### src/rtl/core/jmsp_pkg.sv
// ----------------------------------------------------------------------------
// jmsp_pkg
// Shared types, marker codes and decode functions for the JPEG marker parser.
// ----------------------------------------------------------------------------
package jmsp_pkg;

    typedef logic [7:0]       t_byte;
    typedef logic [1:0]       t_ev_kind;
    typedef logic [1:0]       t_process;
    typedef logic [2:0]       t_samp_class;
    typedef logic [15:0]      t_len;
    typedef logic [31:0]      t_offset;
    typedef logic [5:0][7:0]  t_samp_arr;

    localparam t_ev_kind EV_STANDALONE = 2'd0;
    localparam t_ev_kind EV_SEGMENT    = 2'd1;
    localparam t_ev_kind EV_FRAME      = 2'd2;
    localparam t_ev_kind EV_NOT_JPEG   = 2'd3;

    localparam t_byte MK_PREFIX    = 8'hFF;
    localparam t_byte MK_SOI       = 8'hD8;
    localparam t_byte MK_EOI       = 8'hD9;
    localparam t_byte MK_LAST_RSVD = 8'hBF;
    localparam t_byte MK_RST0      = 8'hD0;
    localparam t_byte MK_RST7      = 8'hD7;
    localparam t_byte MK_SOF0      = 8'hC0;
    localparam t_byte MK_SOF1      = 8'hC1;
    localparam t_byte MK_SOF2      = 8'hC2;
    localparam t_byte MK_SOF3      = 8'hC3;
    localparam t_byte MK_SOF9      = 8'hC9;
    localparam t_byte MK_SOF10     = 8'hCA;
    localparam t_byte MK_SOF11     = 8'hCB;

    localparam t_byte SAMP_22 = 8'h22;
    localparam t_byte SAMP_21 = 8'h21;
    localparam t_byte SAMP_11 = 8'h11;

    localparam t_process PROC_BASELINE    = 2'd0;
    localparam t_process PROC_EXTENDED    = 2'd1;
    localparam t_process PROC_PROGRESSIVE = 2'd2;
    localparam t_process PROC_LOSSLESS    = 2'd3;

    localparam t_samp_class SC_OTHER = 3'd6;
    localparam t_samp_class SC_ID0   = 3'd3;

    function automatic logic is_frame_marker(input t_byte m);
        return ((m >= MK_SOF0) && (m <= MK_SOF3)) || ((m >= MK_SOF9) && (m <= MK_SOF11));
    endfunction

    function automatic t_process process_of(input t_byte m);
        t_process p;
        if (m == MK_SOF0) begin
            p = PROC_BASELINE;
        end else if ((m == MK_SOF1) || (m == MK_SOF9)) begin
            p = PROC_EXTENDED;
        end else if ((m == MK_SOF2) || (m == MK_SOF10)) begin
            p = PROC_PROGRESSIVE;
        end else begin
            p = PROC_LOSSLESS;
        end
        return p;
    endfunction

    // 0..2 for 22/21/11 luma, 3 for anything else
    function automatic logic [1:0] luma_class(input logic present, input t_byte s);
        logic [1:0] k;
        if (present && (s == SAMP_22)) begin
            k = 2'd0;
        end else if (present && (s == SAMP_21)) begin
            k = 2'd1;
        end else if (present && (s == SAMP_11)) begin
            k = 2'd2;
        end else begin
            k = 2'd3;
        end
        return k;
    endfunction

    function automatic t_samp_class sampling_class_of(input logic [5:0] p, input t_samp_arr s);
        logic [1:0]  k1;
        logic [1:0]  k0;
        logic        ids123;
        logic        ids012;
        t_samp_class c;
        k1 = luma_class(p[1], s[1]);
        k0 = luma_class(p[0], s[0]);
        ids123 = !p[0] && p[2] && (s[2] == SAMP_11) && p[3] && (s[3] == SAMP_11)
                 && !p[4] && !p[5];
        ids012 = p[1] && (s[1] == SAMP_11) && p[2] && (s[2] == SAMP_11)
                 && !p[3] && !p[4] && !p[5];
        if (ids123 && (k1 != 2'd3)) begin
            c = {1'b0, k1};
        end else if (ids012 && (k0 != 2'd3)) begin
            c = SC_ID0 + {1'b0, k0};
        end else begin
            c = SC_OTHER;
        end
        return c;
    endfunction

endpackage

### src/rtl/core/jmsp_stream_if.sv
// ----------------------------------------------------------------------------
// jmsp_stream_if
// Valid/ready channels for the byte input and the marker event output.
// ----------------------------------------------------------------------------
interface jmsp_in_if import jmsp_pkg::*; ();
    logic  valid;
    logic  ready;
    t_byte data_byte;
    logic  file_start;

    modport source (output valid, output data_byte, output file_start, input ready);
    modport sink   (input valid, input data_byte, input file_start, output ready);
endinterface

interface jmsp_out_if import jmsp_pkg::*; ();
    logic        valid;
    logic        ready;
    t_ev_kind    event_kind;
    t_byte       marker_code;
    t_offset     marker_offset;
    t_len        segment_length;
    t_len        image_width;
    t_len        image_height;
    t_process    frame_process;
    t_samp_class sampling_class;
    t_byte       component_count;

    modport source (output valid, output event_kind, output marker_code,
                    output marker_offset, output segment_length, output image_width,
                    output image_height, output frame_process, output sampling_class,
                    output component_count, input ready);
    modport sink   (input valid, input event_kind, input marker_code,
                    input marker_offset, input segment_length, input image_width,
                    input image_height, input frame_process, input sampling_class,
                    input component_count, output ready);
endinterface

### src/rtl/core/jpeg_marker_stream_parser_top.sv
// ----------------------------------------------------------------------------
// jpeg_marker_stream_parser_top
// Byte-wide JPEG marker parser: SOI/EOI, segment lengths and frame headers.
// ----------------------------------------------------------------------------
// events: an event is valid in the cycle after the byte that causes it is taken
// throughput: one byte per cycle while the input is not stalled;
// a byte is taken while the event register is empty or being drained
// reset: synchronous active low, parser expects SOI as the first two bytes
module jpeg_marker_stream_parser_top import jmsp_pkg::*; #(
    parameter int OFFSET_WIDTH = 32
) (
    input  logic         i_clk,
    input  logic         i_rst_n,
    jmsp_in_if.sink      i_in,
    jmsp_out_if.source   o_out
);

    localparam int EXT_W = OFFSET_WIDTH + 32;

    localparam logic [3:0] PH_SOI0     = 4'd0;
    localparam logic [3:0] PH_SOI1     = 4'd1;
    localparam logic [3:0] PH_SOI1_BAD = 4'd2;
    localparam logic [3:0] PH_HUNT     = 4'd3;
    localparam logic [3:0] PH_GOT_FF   = 4'd4;
    localparam logic [3:0] PH_LEN_HI   = 4'd5;
    localparam logic [3:0] PH_LEN_LO   = 4'd6;
    localparam logic [3:0] PH_FRAME    = 4'd7;
    localparam logic [3:0] PH_SKIP     = 4'd8;
    localparam logic [3:0] PH_EOI_HUNT = 4'd9;
    localparam logic [3:0] PH_EOI_FF   = 4'd10;
    localparam logic [3:0] PH_IGNORE   = 4'd11;

    logic [3:0]              r_phase,      n_phase,      c_phase;
    logic [OFFSET_WIDTH-1:0] r_byte_pos,   n_byte_pos,   c_byte_pos;
    logic [OFFSET_WIDTH-1:0] r_marker_pos, n_marker_pos, c_marker_pos;
    t_byte                   r_marker,     n_marker,     c_marker;
    t_len                    r_length,     n_length,     c_length;
    t_len                    r_remain,     n_remain,     c_remain;
    t_len                    r_hdr_idx,    n_hdr_idx,    c_hdr_idx;
    logic [1:0]              r_cphase,     n_cphase,     c_cphase;
    t_byte                   r_comp_total, n_comp_total, c_comp_total;
    t_byte                   r_pending_id, n_pending_id, c_pending_id;
    logic [5:0]              r_present,    n_present,    c_present;
    t_samp_arr               r_samp,       n_samp,       c_samp;
    t_len                    r_width,      n_width,      c_width;
    t_len                    r_height,     n_height,     c_height;

    logic                    in_acc;
    logic                    ev_valid;
    logic                    ev_frame;
    t_ev_kind                ev_kind;
    t_byte                   ev_code;
    logic [OFFSET_WIDTH-1:0] ev_pos;
    t_len                    ev_len;
    logic [EXT_W-1:0]        ev_pos_ext;
    logic [9:0]              hdr_end;
    logic                    hdr_done;
    t_byte                   b;

    logic                    r_out_valid,  n_out_valid;
    t_ev_kind                r_kind;
    t_byte                   r_code;
    t_offset                 r_offset;
    t_len                    r_seg_len;
    t_len                    r_img_w;
    t_len                    r_img_h;
    t_process                r_proc;
    t_samp_class             r_class;
    t_byte                   r_comp_cnt;

    assign i_in.ready = !r_out_valid || o_out.ready;
    assign in_acc     = i_in.valid && i_in.ready;
    assign b          = i_in.data_byte;

    // a new file restarts from the reset state before the byte is parsed
    always_comb begin
        if (i_in.file_start) begin
            c_phase      = PH_SOI0;
            c_byte_pos   = '0;
            c_marker_pos = '0;
            c_marker     = '0;
            c_length     = '0;
            c_remain     = '0;
            c_hdr_idx    = '0;
            c_cphase     = '0;
            c_comp_total = '0;
            c_pending_id = '0;
            c_present    = '0;
            c_samp       = '0;
            c_width      = '0;
            c_height     = '0;
        end else begin
            c_phase      = r_phase;
            c_byte_pos   = r_byte_pos;
            c_marker_pos = r_marker_pos;
            c_marker     = r_marker;
            c_length     = r_length;
            c_remain     = r_remain;
            c_hdr_idx    = r_hdr_idx;
            c_cphase     = r_cphase;
            c_comp_total = r_comp_total;
            c_pending_id = r_pending_id;
            c_present    = r_present;
            c_samp       = r_samp;
            c_width      = r_width;
            c_height     = r_height;
        end
    end

    always_comb begin
        n_phase      = c_phase;
        n_byte_pos   = c_byte_pos + OFFSET_WIDTH'(1);
        n_marker_pos = c_marker_pos;
        n_marker     = c_marker;
        n_length     = c_length;
        n_remain     = c_remain;
        n_hdr_idx    = c_hdr_idx;
        n_cphase     = c_cphase;
        n_comp_total = c_comp_total;
        n_pending_id = c_pending_id;
        n_present    = c_present;
        n_samp       = c_samp;
        n_width      = c_width;
        n_height     = c_height;
        ev_valid     = 1'b0;
        ev_frame     = 1'b0;
        ev_kind      = EV_STANDALONE;
        ev_code      = '0;
        ev_pos       = c_marker_pos;
        ev_len       = '0;
        hdr_end      = 10'd4 + 10'(n_comp_total) * 10'd3;
        hdr_done     = 1'b0;

        unique case (c_phase)
            PH_SOI0: begin
                n_phase = (b == MK_PREFIX) ? PH_SOI1 : PH_SOI1_BAD;
            end
            PH_SOI1, PH_SOI1_BAD: begin
                ev_valid = 1'b1;
                ev_pos   = '0;
                if ((c_phase == PH_SOI1) && (b == MK_SOI)) begin
                    ev_kind = EV_STANDALONE;
                    ev_code = MK_SOI;
                    n_phase = PH_HUNT;
                end else begin
                    ev_kind = EV_NOT_JPEG;
                    n_phase = PH_IGNORE;
                end
            end
            PH_HUNT, PH_EOI_HUNT: begin
                if (b == MK_PREFIX) begin
                    n_marker_pos = c_byte_pos;
                    n_phase      = (c_phase == PH_HUNT) ? PH_GOT_FF : PH_EOI_FF;
                end
            end
            PH_GOT_FF: begin
                priority if (b == MK_PREFIX) begin
                    n_marker_pos = c_byte_pos;
                end else if ((b <= MK_LAST_RSVD) || ((b >= MK_RST0) && (b <= MK_RST7))) begin
                    n_phase = PH_HUNT;
                end else if (b == MK_SOI) begin
                    ev_valid = 1'b1;
                    ev_code  = MK_SOI;
                    n_phase  = PH_HUNT;
                end else if (b == MK_EOI) begin
                    ev_valid = 1'b1;
                    ev_code  = MK_EOI;
                    n_phase  = PH_EOI_HUNT;
                end else begin
                    n_marker = b;
                    n_phase  = PH_LEN_HI;
                end
            end
            PH_LEN_HI: begin
                n_length = {b, 8'h00};
                n_phase  = PH_LEN_LO;
            end
            PH_LEN_LO: begin
                n_length = {c_length[15:8], b};
                n_remain = (n_length < 16'd2) ? 16'd0 : n_length - 16'd2;
                ev_code  = c_marker;
                ev_len   = n_length;
                if (is_frame_marker(c_marker)) begin
                    n_hdr_idx    = '0;
                    n_cphase     = '0;
                    n_comp_total = '0;
                    n_pending_id = '0;
                    n_present    = '0;
                    n_samp       = '0;
                    n_width      = '0;
                    n_height     = '0;
                    if (n_remain == 16'd0) begin
                        ev_valid = 1'b1;
                        ev_frame = 1'b1;
                        ev_kind  = EV_FRAME;
                        n_phase  = PH_HUNT;
                    end else begin
                        n_phase  = PH_FRAME;
                    end
                end else begin
                    ev_valid = 1'b1;
                    ev_kind  = EV_SEGMENT;
                    n_phase  = (n_remain != 16'd0) ? PH_SKIP : PH_HUNT;
                end
            end
            PH_FRAME: begin
                priority if (c_hdr_idx == 16'd1) begin
                    n_height = {b, 8'h00};
                end else if (c_hdr_idx == 16'd2) begin
                    n_height = {c_height[15:8], b};
                end else if (c_hdr_idx == 16'd3) begin
                    n_width = {b, 8'h00};
                end else if (c_hdr_idx == 16'd4) begin
                    n_width = {c_width[15:8], b};
                end else if (c_hdr_idx == 16'd5) begin
                    n_comp_total = b;
                    n_cphase     = 2'd0;
                end else if (c_hdr_idx >= 16'd6) begin
                    if (c_cphase == 2'd0) begin
                        n_pending_id = b;
                    end else if ((c_cphase == 2'd1) && (c_pending_id <= 8'd5)) begin
                        n_present[c_pending_id[2:0]] = 1'b1;
                        n_samp[c_pending_id[2:0]]    = b;
                    end
                    n_cphase = (c_cphase == 2'd2) ? 2'd0 : c_cphase + 2'd1;
                end else begin
                    n_hdr_idx = c_hdr_idx;
                end
                hdr_end   = 10'd4 + 10'(n_comp_total) * 10'd3;
                n_remain  = c_remain - 16'd1;
                n_hdr_idx = c_hdr_idx + 16'd1;
                hdr_done  = (c_hdr_idx >= 16'd5) && (c_hdr_idx >= {6'b0, hdr_end});
                if (hdr_done || (n_remain == 16'd0)) begin
                    ev_valid = 1'b1;
                    ev_frame = 1'b1;
                    ev_kind  = EV_FRAME;
                    ev_code  = c_marker;
                    ev_len   = c_length;
                    n_phase  = (n_remain != 16'd0) ? PH_SKIP : PH_HUNT;
                end
            end
            PH_SKIP: begin
                if (c_remain != 16'd0) begin
                    n_remain = c_remain - 16'd1;
                end
                if (n_remain == 16'd0) begin
                    n_phase = PH_HUNT;
                end
            end
            PH_EOI_FF: begin
                priority if (b == MK_PREFIX) begin
                    n_marker_pos = c_byte_pos;
                end else if (b == MK_SOI) begin
                    ev_valid = 1'b1;
                    ev_code  = MK_SOI;
                    n_phase  = PH_HUNT;
                end else begin
                    n_phase  = PH_EOI_HUNT;
                end
            end
            default: begin
                n_phase = PH_IGNORE;
            end
        endcase

        if (ev_valid && (ev_kind != EV_NOT_JPEG) && (c_phase != PH_SOI1)) begin
            ev_pos = n_marker_pos;
        end
        ev_pos_ext = {{32{1'b0}}, ev_pos};
    end

    always_comb begin
        if (in_acc && ev_valid) begin
            n_out_valid = 1'b1;
        end else if (o_out.ready) begin
            n_out_valid = 1'b0;
        end else begin
            n_out_valid = r_out_valid;
        end
    end

    always_ff @(posedge i_clk) begin
        if (!i_rst_n) begin
            r_phase      <= PH_SOI0;
            r_byte_pos   <= '0;
            r_marker_pos <= '0;
            r_marker     <= '0;
            r_length     <= '0;
            r_remain     <= '0;
            r_hdr_idx    <= '0;
            r_cphase     <= '0;
            r_comp_total <= '0;
            r_pending_id <= '0;
            r_present    <= '0;
            r_samp       <= '0;
            r_width      <= '0;
            r_height     <= '0;
            r_out_valid  <= 1'b0;
        end else begin
            r_out_valid <= n_out_valid;
            if (in_acc) begin
                r_phase      <= n_phase;
                r_byte_pos   <= n_byte_pos;
                r_marker_pos <= n_marker_pos;
                r_marker     <= n_marker;
                r_length     <= n_length;
                r_remain     <= n_remain;
                r_hdr_idx    <= n_hdr_idx;
                r_cphase     <= n_cphase;
                r_comp_total <= n_comp_total;
                r_pending_id <= n_pending_id;
                r_present    <= n_present;
                r_samp       <= n_samp;
                r_width      <= n_width;
                r_height     <= n_height;
            end
        end
    end

    // event payload
    always_ff @(posedge i_clk) begin
        if (in_acc && ev_valid) begin
            r_kind     <= ev_kind;
            r_code     <= ev_code;
            r_offset   <= ev_pos_ext[31:0];
            r_seg_len  <= ev_len;
            r_img_w    <= ev_frame ? n_width : 16'd0;
            r_img_h    <= ev_frame ? n_height : 16'd0;
            r_proc     <= ev_frame ? process_of(c_marker) : PROC_BASELINE;
            r_class    <= ev_frame ? sampling_class_of(n_present, n_samp) : 3'd0;
            r_comp_cnt <= ev_frame ? n_comp_total : 8'd0;
        end
    end

    assign o_out.valid           = r_out_valid;
    assign o_out.event_kind      = r_kind;
    assign o_out.marker_code     = r_code;
    assign o_out.marker_offset   = r_offset;
    assign o_out.segment_length  = r_seg_len;
    assign o_out.image_width     = r_img_w;
    assign o_out.image_height    = r_img_h;
    assign o_out.frame_process   = r_proc;
    assign o_out.sampling_class  = r_class;
    assign o_out.component_count = r_comp_cnt;

endmodule

### src/flat_wrapper.sv
// flat-port wrapper written by rule: the top's interface ports become plain ports
module jpeg_marker_stream_parser_top_flat import jmsp_pkg::*;
#(
    parameter int OFFSET_WIDTH = 32
)
  (i_clk, i_rst_n, i_in_valid, i_in_data_byte, i_in_file_start, i_in_ready, o_out_valid, o_out_event_kind, o_out_marker_code, o_out_marker_offset, o_out_segment_length, o_out_image_width, o_out_image_height, o_out_frame_process, o_out_sampling_class, o_out_component_count, o_out_ready);
  jmsp_in_if i_in_i ();
  jmsp_out_if o_out_i ();
  input  logic i_clk;
  input  logic i_rst_n;
  input wire logic [$bits(i_in_i.valid)-1:0] i_in_valid;
  input wire logic [$bits(i_in_i.data_byte)-1:0] i_in_data_byte;
  input wire logic [$bits(i_in_i.file_start)-1:0] i_in_file_start;
  output wire logic [$bits(i_in_i.ready)-1:0] i_in_ready;
  output wire logic [$bits(o_out_i.valid)-1:0] o_out_valid;
  output wire logic [$bits(o_out_i.event_kind)-1:0] o_out_event_kind;
  output wire logic [$bits(o_out_i.marker_code)-1:0] o_out_marker_code;
  output wire logic [$bits(o_out_i.marker_offset)-1:0] o_out_marker_offset;
  output wire logic [$bits(o_out_i.segment_length)-1:0] o_out_segment_length;
  output wire logic [$bits(o_out_i.image_width)-1:0] o_out_image_width;
  output wire logic [$bits(o_out_i.image_height)-1:0] o_out_image_height;
  output wire logic [$bits(o_out_i.frame_process)-1:0] o_out_frame_process;
  output wire logic [$bits(o_out_i.sampling_class)-1:0] o_out_sampling_class;
  output wire logic [$bits(o_out_i.component_count)-1:0] o_out_component_count;
  input wire logic [$bits(o_out_i.ready)-1:0] o_out_ready;
  assign i_in_i.valid = i_in_valid;
  assign i_in_i.data_byte = i_in_data_byte;
  assign i_in_i.file_start = i_in_file_start;
  assign i_in_ready = i_in_i.ready;
  assign o_out_valid = o_out_i.valid;
  assign o_out_event_kind = o_out_i.event_kind;
  assign o_out_marker_code = o_out_i.marker_code;
  assign o_out_marker_offset = o_out_i.marker_offset;
  assign o_out_segment_length = o_out_i.segment_length;
  assign o_out_image_width = o_out_i.image_width;
  assign o_out_image_height = o_out_i.image_height;
  assign o_out_frame_process = o_out_i.frame_process;
  assign o_out_sampling_class = o_out_i.sampling_class;
  assign o_out_component_count = o_out_i.component_count;
  assign o_out_i.ready = o_out_ready;
  jpeg_marker_stream_parser_top #(.OFFSET_WIDTH(OFFSET_WIDTH)) u_core (.i_clk(i_clk), .i_rst_n(i_rst_n), .i_in(i_in_i), .o_out(o_out_i));
endmodule
### config.mk
export PLATFORM = sky130hd
export DESIGN_NAME = jpeg_marker_stream_parser_top_flat
export DESIGN_NICKNAME = d
export VERILOG_FILES = /design/src/rtl/core/jmsp_pkg.sv /design/src/rtl/core/jmsp_stream_if.sv /design/src/rtl/core/jpeg_marker_stream_parser_top.sv /design/src/flat_wrapper.sv
export SDC_FILE = /design/constraint.sdc
export NUM_CORES = 1
export LEC_CHECK = 0
export ABC_AREA = 1
export BUFFER_PORTS_ARGS = -buffer_cell sky130_fd_sc_hd__buf_2
export CORE_UTILIZATION = 55
export CTS_CLUSTER_DIAMETER = 120
export DETAILED_ROUTE_END_ITERATION = 7
export PLACE_DENSITY = 0.83
export SYNTH_ARGS = -nofsm -noshare
export SYNTH_HDL_FRONTEND = slang
export SYNTH_SLANG_ARGS = --single-unit
### constraint.sdc
create_clock -name i_clk -period 12.9 [get_ports i_clk]
set_clock_uncertainty 0.15 [all_clocks]
set_input_delay 2.58 -clock i_clk [delete_from_list [all_inputs] [get_ports i_clk]]
set_output_delay 2.58 -clock i_clk [all_outputs]
set_load 0.03 [all_outputs]
Yosys cells after proc, flatten, opt, wreduce, memory -nomap -nowiden
Index checks and enable logic that the tools add are counted.

Add/sub/neg operators: 7. Multipliers: 1. Div/mod/pow operators: 0. $lt $le $gt $ge: 14. Eq/ne operators: 37. Shifts and indexed selects: 0. Muxes and demuxes: 150. Bitwise gates (word level): 2. Reductions and logical operators: 56.

Operators with widths (number): $mux W48 (10); $mux W8 (34); $mux W16 (16); $mux W32 (6); $pmux W16 S2 (5); $pmux W48 S2 (1); $eq A8 B8 Y1 const B (8); $mux W4 (15); $mux W6 (10); $bwmux W48 (1); $logic_not A16 Y1 (3); $pmux W16 S3 (1); $reduce_bool A16 Y1 (3); $mux W2 (21); $pmux W8 S5 (1); $pmux W4 S9 (1); $add A32 B1 Y32 const B (1); $eq A16 B2 Y1 const B (2); $eq A16 B3 Y1 const B (2); $eq A8 B5 Y1 const B (4); $eq A8 B6 Y1 const B (4); $ge A16 B3 Y1 const B (2); $le A8 B8 Y1 const B (4); $pmux W8 S2 (2); other kinds (42) (110).

Bits in registers: 332. Latch bits: 0. Bits in writable memories: 0. ROM bits: 0. Input port bits: 13. Word-level logic and storage cells: 298. Memories: 0.

Longest topological paths before layout
Depth in word-level cells: 25. Mapped depth: 35.

Worst setup path after synthesis
OpenSTA, ideal clock, no wires.

Path type: input port to flip-flop. Start: in i_in_file_start. End: reg u_core.r_comp_cnt[0], in the netlist u_core.o_out.component_count[0] (enable). Setup time: 457 ps. Arrival time: 8310 ps. Path slack: 3984 ps. Stages: 32. Path buffers: 8. Cells stage by stage: buf_6 -> buf_8 -> buf_8 -> buf_6 -> clkbuf_1 -> buf_2 -> buf_2 -> nor2_1 -> inv_1 -> a21oi_1 -> ha_1 -> ha_1 -> a21oi_1 -> inv_1 -> a31oi_1 -> nor2_1 -> nor2_1 -> nor2_1 -> nor2_1 -> xor2_1 -> ha_1 -> nand2_1 -> nor2_1 -> nand2_1 -> nand2_1 -> nand2_1 -> nand2_1 -> nand2_2 -> buf_6 -> nand2_1 -> nand2_1 -> inv_1.

Word-level cells in the longest chain between the ends: 16. Elaborated cells on any way between the ends: 48.

RTL lines: start, declared (RTL line flat_wrapper.sv:13) `input wire logic [$bits(i_in_i.file_start)-1:0] i_in_file_start;`; $mux W16 (RTL line jpeg_marker_stream_parser_top.sv:77) `if (i_in.file_start) begin`; $eq A16 B3 Y1 (RTL line jpeg_marker_stream_parser_top.sv:215) `end else if (c_hdr_idx == 16'd5) begin`; $mux W8 (RTL line jpeg_marker_stream_parser_top.sv:215); $mux W8 (RTL line jpeg_marker_stream_parser_top.sv:213) `end else if (c_hdr_idx == 16'd4) begin`; $mux W8 (RTL line jpeg_marker_stream_parser_top.sv:211) `end else if (c_hdr_idx == 16'd3) begin`; $mux W8 (RTL line jpeg_marker_stream_parser_top.sv:209) `end else if (c_hdr_idx == 16'd2) begin`; $mux W8 (RTL line jpeg_marker_stream_parser_top.sv:207) `priority if (c_hdr_idx == 16'd1) begin`; $mux W8 (RTL line jpeg_marker_stream_parser_top.sv:134) `unique case (c_phase)`; $mul A8 B2 Y10 (RTL line jpeg_marker_stream_parser_top.sv:229) `hdr_end = 10'd4 + 10'(n_comp_total) * 10'd3;`; $add A3 B10 Y10 (RTL line jpeg_marker_stream_parser_top.sv:229); $ge A16 B10 Y1 (RTL line jpeg_marker_stream_parser_top.sv:232) `hdr_done = (c_hdr_idx >= 16'd5) && (c_hdr_idx >= {6'b0, hdr_end});`; $logic_and A1 B1 Y1 (RTL line jpeg_marker_stream_parser_top.sv:232); $logic_or A1 B1 Y1 (RTL line jpeg_marker_stream_parser_top.sv:233) `if (hdr_done || (n_remain == 16'd0)) begin`; $mux W1 (RTL line jpeg_marker_stream_parser_top.sv:233); $pmux W1 S5 (*) (RTL line jpeg_marker_stream_parser_top.sv:134); $logic_and A1 B1 Y1 (*) (RTL line jpeg_marker_stream_parser_top.sv:322) `if (in_acc && ev_valid) begin`; end signal, assigned (RTL line jpeg_marker_stream_parser_top.sv:331) `r_comp_cnt <= ev_frame ? n_comp_total : 8'd0;`; end, declared (RTL line jpeg_marker_stream_parser_top.sv:69) `t_byte r_comp_cnt;`.

Every way passes the cells marked *; elsewhere a longest branch is shown, timed or not. The select of a mux whose other input is x is not followed. A chain may end at the register's enable or synchronous reset.

Worst setup path after layout
Start: in i_in_file_start. End: reg u_core.r_offset[21], in the netlist u_core.o_out.marker_offset[21] (enable).

Word-level cells in the longest chain between the ends: 16. Elaborated cells on any way between the ends: 48.

RTL lines: $mux W16 (RTL line jpeg_marker_stream_parser_top.sv:77); $eq A16 B3 Y1 (RTL line jpeg_marker_stream_parser_top.sv:215); $mux W8 (RTL line jpeg_marker_stream_parser_top.sv:215); $mux W8 (RTL line jpeg_marker_stream_parser_top.sv:213); $mux W8 (RTL line jpeg_marker_stream_parser_top.sv:211); $mux W8 (RTL line jpeg_marker_stream_parser_top.sv:209); $mux W8 (RTL line jpeg_marker_stream_parser_top.sv:207); $mux W8 (RTL line jpeg_marker_stream_parser_top.sv:134); $mul A8 B2 Y10 (RTL line jpeg_marker_stream_parser_top.sv:229); $add A3 B10 Y10 (RTL line jpeg_marker_stream_parser_top.sv:229); $ge A16 B10 Y1 (RTL line jpeg_marker_stream_parser_top.sv:232); $logic_and A1 B1 Y1 (RTL line jpeg_marker_stream_parser_top.sv:232); $logic_or A1 B1 Y1 (RTL line jpeg_marker_stream_parser_top.sv:233); $mux W1 (RTL line jpeg_marker_stream_parser_top.sv:233); $pmux W1 S5 (*) (RTL line jpeg_marker_stream_parser_top.sv:134); $logic_and A1 B1 Y1 (*) (RTL line jpeg_marker_stream_parser_top.sv:322); end signal, assigned (RTL line jpeg_marker_stream_parser_top.sv:325) `r_offset <= ev_pos_ext[31:0];`; end, declared (RTL line jpeg_marker_stream_parser_top.sv:63) `t_offset r_offset;`.

Marked as above.

==> results.sh <==
export IMPL_hp_class="flop to flop"
export IMPL_layout_common_cells="nand2_1 (527), inv_1 (361), nor2_1 (350)"
export IMPL_p_clk_frac=0.433
export IMPL_grt_usage=0.3076
export IMPL_critPathLaunchType="input pin"
export IMPL_syn_nets=2697
export IMPL_synth_xor_area_frac=0.01160
export IMPL_cts_buffers=37
export IMPL_dieArea_um2=34660
export IMPL_cts_resized=0
export IMPL_drive_above_1_share=0.1214
export IMPL_dp_slack_ps=3756
export IMPL_timing_final_crit_share=0.6739
export IMPL_clock_path_buffers=3
export IMPL_synth_cell_types=71
export IMPL_clock_fmax_ghz=0.1150
export IMPL_timing_max_transition_violations_final=0
export IMPL_synth_top_family_by_area="simple AND/OR/NAND/NOR gates"
export IMPL_antenna_cells=0
export IMPL_cts_sinks=316
export IMPL_final_area_um2=20420
export IMPL_power_frac_seq=0.455
export IMPL_numPortBuffers=117
export IMPL_worst_slack_ps=4207
export IMPL_clkLatencyLatePin_ps=540
export IMPL_synth_edf_count=103
export IMPL_arrival_ps=8700
export IMPL_gp_congestion=0.9791
export IMPL_p_int_mw=1.754
export IMPL_whs_ps=314.6
export IMPL_seq_area_frac_synth=0.3943
export IMPL_drc=0
export IMPL_syn_avg_cell_area_um2=7.032
export IMPL_dpl_cell_area_um2=19230
export IMPL_yosys_mux_area_fraction=0
export IMPL_yosys_area_share_simple=0.2801
export IMPL_ant_nets=0
export IMPL_met1_usage=0.3789
export IMPL_pin_count=118
export IMPL_nFillCells=2989
export IMPL_tns_ps=0
export IMPL_crit_buf_inv=5
export IMPL_drt_first_pass_iters=8
export IMPL_rsz0062_at_grt="false"
export IMPL_p_leak_nw=9.063
export IMPL_antenna_found_initial=1
export IMPL_period_needed_ps=8693
export IMPL_crit_path_top_delay_cell="buf_4"
export IMPL_cp_max_fo=56
export IMPL_overflow=0
export IMPL_grt_max_degree=95
export IMPL_synth_compound_area_frac=0.1775
export IMPL_vias=18295
export IMPL_switchingPower_mw=0.6449
export IMPL_vias_per_cell=5.793
export IMPL_dr_first_iter_drc_count=2156
export IMPL_nNetsFinal=2727
export IMPL_wire_per_inst_um=16.92
export IMPL_path_common_cell="nand2_1"
export IMPL_max_stage_delay_ps=710
export IMPL_finalHoldViolations=0
export IMPL_core_um2=33450
export IMPL_htreeDepth=2
export IMPL_die_y_um=186.2
export IMPL_busiest_layer="met2"
export IMPL_hold_buffers=0
export IMPL_synth_adder_area_share=0.02119
export IMPL_setup_violations=0
export IMPL_grt_first_pass_wirelength_mm=84.99
export IMPL_path_class="input pin to flop"
export IMPL_grt_use_met3=0.04595
export IMPL_layout_commonest_cell="nand2_1"
export IMPL_clkTransAtPathRegs_ps=60
export IMPL_post_cts_buffers=0
export IMPL_maxSlewHeadroom=0.1554
export IMPL_fp_dieW_um=186.2
export IMPL_power_density_nw_per_um2=117.5
export IMPL_crit_family="simple AND/OR/NAND/NOR gates"
export IMPL_p_sw_frac=0.2689
export IMPL_num_rows=67
export IMPL_drv_cap=0
export IMPL_cts_root_buf="clkbuf_16"
export IMPL_area_delta_synth_final_pct=9.456
export IMPL_ff2ff_setup_slack_ps=6560
export IMPL_totalWireLength_mm=53.42
export IMPL_grt_pass1_vias=17170
export IMPL_use_met2=0.5207
export IMPL_synth_seq_cells=316
export IMPL_dp_hpwl_mm=35.30
export IMPL_async_reset_ff_frac=0
export IMPL_pwr_share_comb=0.112
export IMPL_worstSetupEndpointType="flop"
export IMPL_synthCells=2653
export IMPL_yosys_most_used_dff="dfxtp_1"
export IMPL_netlist_area_um2=18660
export IMPL_vdd_ir_drop_max_v=0.00009412
export IMPL_tightestPinTransition_ps=1267
export IMPL_start_util=0.5578
export IMPL_status="complete, no violations"
export IMPL_critical_path_required_ps=12910
export IMPL_yosys_warnings=0
export IMPL_tritoncts="built"
export IMPL_final_util=0.6105
==> final timing paths <==
kind,from,end,cells after the start
max reg2reg,u_core.r_hdr_idx[0]$_SDFFE_PN0P_,u_core.o_out.marker_offset[21]$_DFFE_PP_,28
min,u_core.r_remain[13]$_SDFFE_PN0P_,u_core.r_remain[13]$_SDFFE_PN0P_,2
min reg2reg,u_core.r_remain[13]$_SDFFE_PN0P_,u_core.r_remain[13]$_SDFFE_PN0P_,2
max,i_in_file_start,u_core.o_out.marker_offset[21]$_DFFE_PP_,29
==> worst min-delay path: cells and delay by family, from the launching register on <==
family / cells / cell delay (ps)
DFF: 1 / 310
and+or+nand+nor: 1 / 60
AOI/OAI and AO/OA: 1 / 50
==> logic make-up (layout without fill, tap and decap cells) <==
family | count (synthesis) | after routing
xor gates and xnor gates | 23 | 23
AOI/OAI and AO/OA | 578 | 578
DFF | 316 | 316
buffers and inverters | 524 | 581
and+or+nand+nor | 1181 | 1181
adders and majority gates | 31 | 31
==> synthesized netlist by cell type (all sizes together) (5+ instances only) <==
cell	number	area share
buf	53	0.020
or2	5	0.0018
o21ai	263	0.071
a32oi	8	0.0038
o211ai	56	0.023
dfxtp	213	0.23
a21oi	150	0.040
edfxtp	103	0.17
nor3	41	0.013
ha	30	0.020
nor4	10	0.0037
o22ai	44	0.015
a31oi	11	0.0040
a221oi	10	0.0047
nand4	21	0.0080
xor2	18	0.0089
clkbuf	87	0.018
nor2	418	0.098
nand2	557	0.12
nand3	119	0.034
inv	377	0.076
xnor2	5	0.0027
clkinv	7	0.0014
o221ai	10	0.0047
==> routing by layer <==
metal | part of all wire | routed length [um] | up-vias
li1 | - | - | 8767
met1 | 0.40 | 21250 | 8391
met2 | 0.47 | 24990 | 931
met3 | 0.085 | 4527 | 204
met4 | 0.050 | 2647 | 2
met5 | 0.00019 | 10 | -
==> power by group through the flow <==
stage               Clock [mW]  Combinational (mW)  Sequential [mW]
floorplan                    0               0.177             1.13
global placement             0               0.254             1.11
detailed placement           0               0.262             1.11
CTS                       1.05               0.264             1.09
global route              1.09               0.296             1.09
finish                    1.04               0.270             1.09
==> area by class of cell <==
type | count | area (um^2) | share of cell area
multi-input cells | 1813 | 9169 | 0.4490
clock inverters | 17 | 176.4 | 0.008639
well taps | 448 | 560.5 | 0.02745
repair buffers | 131 | 693.2 | 0.03394
clock buffers | 49 | 1011 | 0.04951
inverters | 384 | 1454 | 0.07120
flip-flops and latches | 316 | 7357 | 0.3603
==> registers in the layout, summed over array words and instances, names as in the netlist, 3 cells and up <==
register / cells
u_core.r_height: 16
u_core.o_out.component_count: 8
u_core.o_out.marker_offset: 32
u_core.r_width: 16
u_core.r_samp: 32
u_core.r_pending_id: 8
u_core.r_hdr_idx: 16
u_core.r_length: 16
u_core.r_present: 6
u_core.o_out.marker_code: 8
u_core.r_byte_pos: 32
u_core.r_phase: 4
u_core.r_comp_total: 8
u_core.o_out.image_width: 16
u_core.o_out.segment_length: 16
u_core.o_out.image_height: 16
u_core.r_marker: 8
u_core.o_out.sampling_class: 3
u_core.r_remain: 16
u_core.r_marker_pos: 32
==> metrics by stage <==
step / total power [mW] / cells
2_1_floorplan: 1.307 / 2653
3_3_place_gp: 1.363 / 3092
3_5_place_dp: 1.373 / 3092
4_1_cts: 2.402 / 3158
5_1_grt: 2.477 / 3158
6_report: 2.399 / 3158
Power figures use the tool's default switching activity.
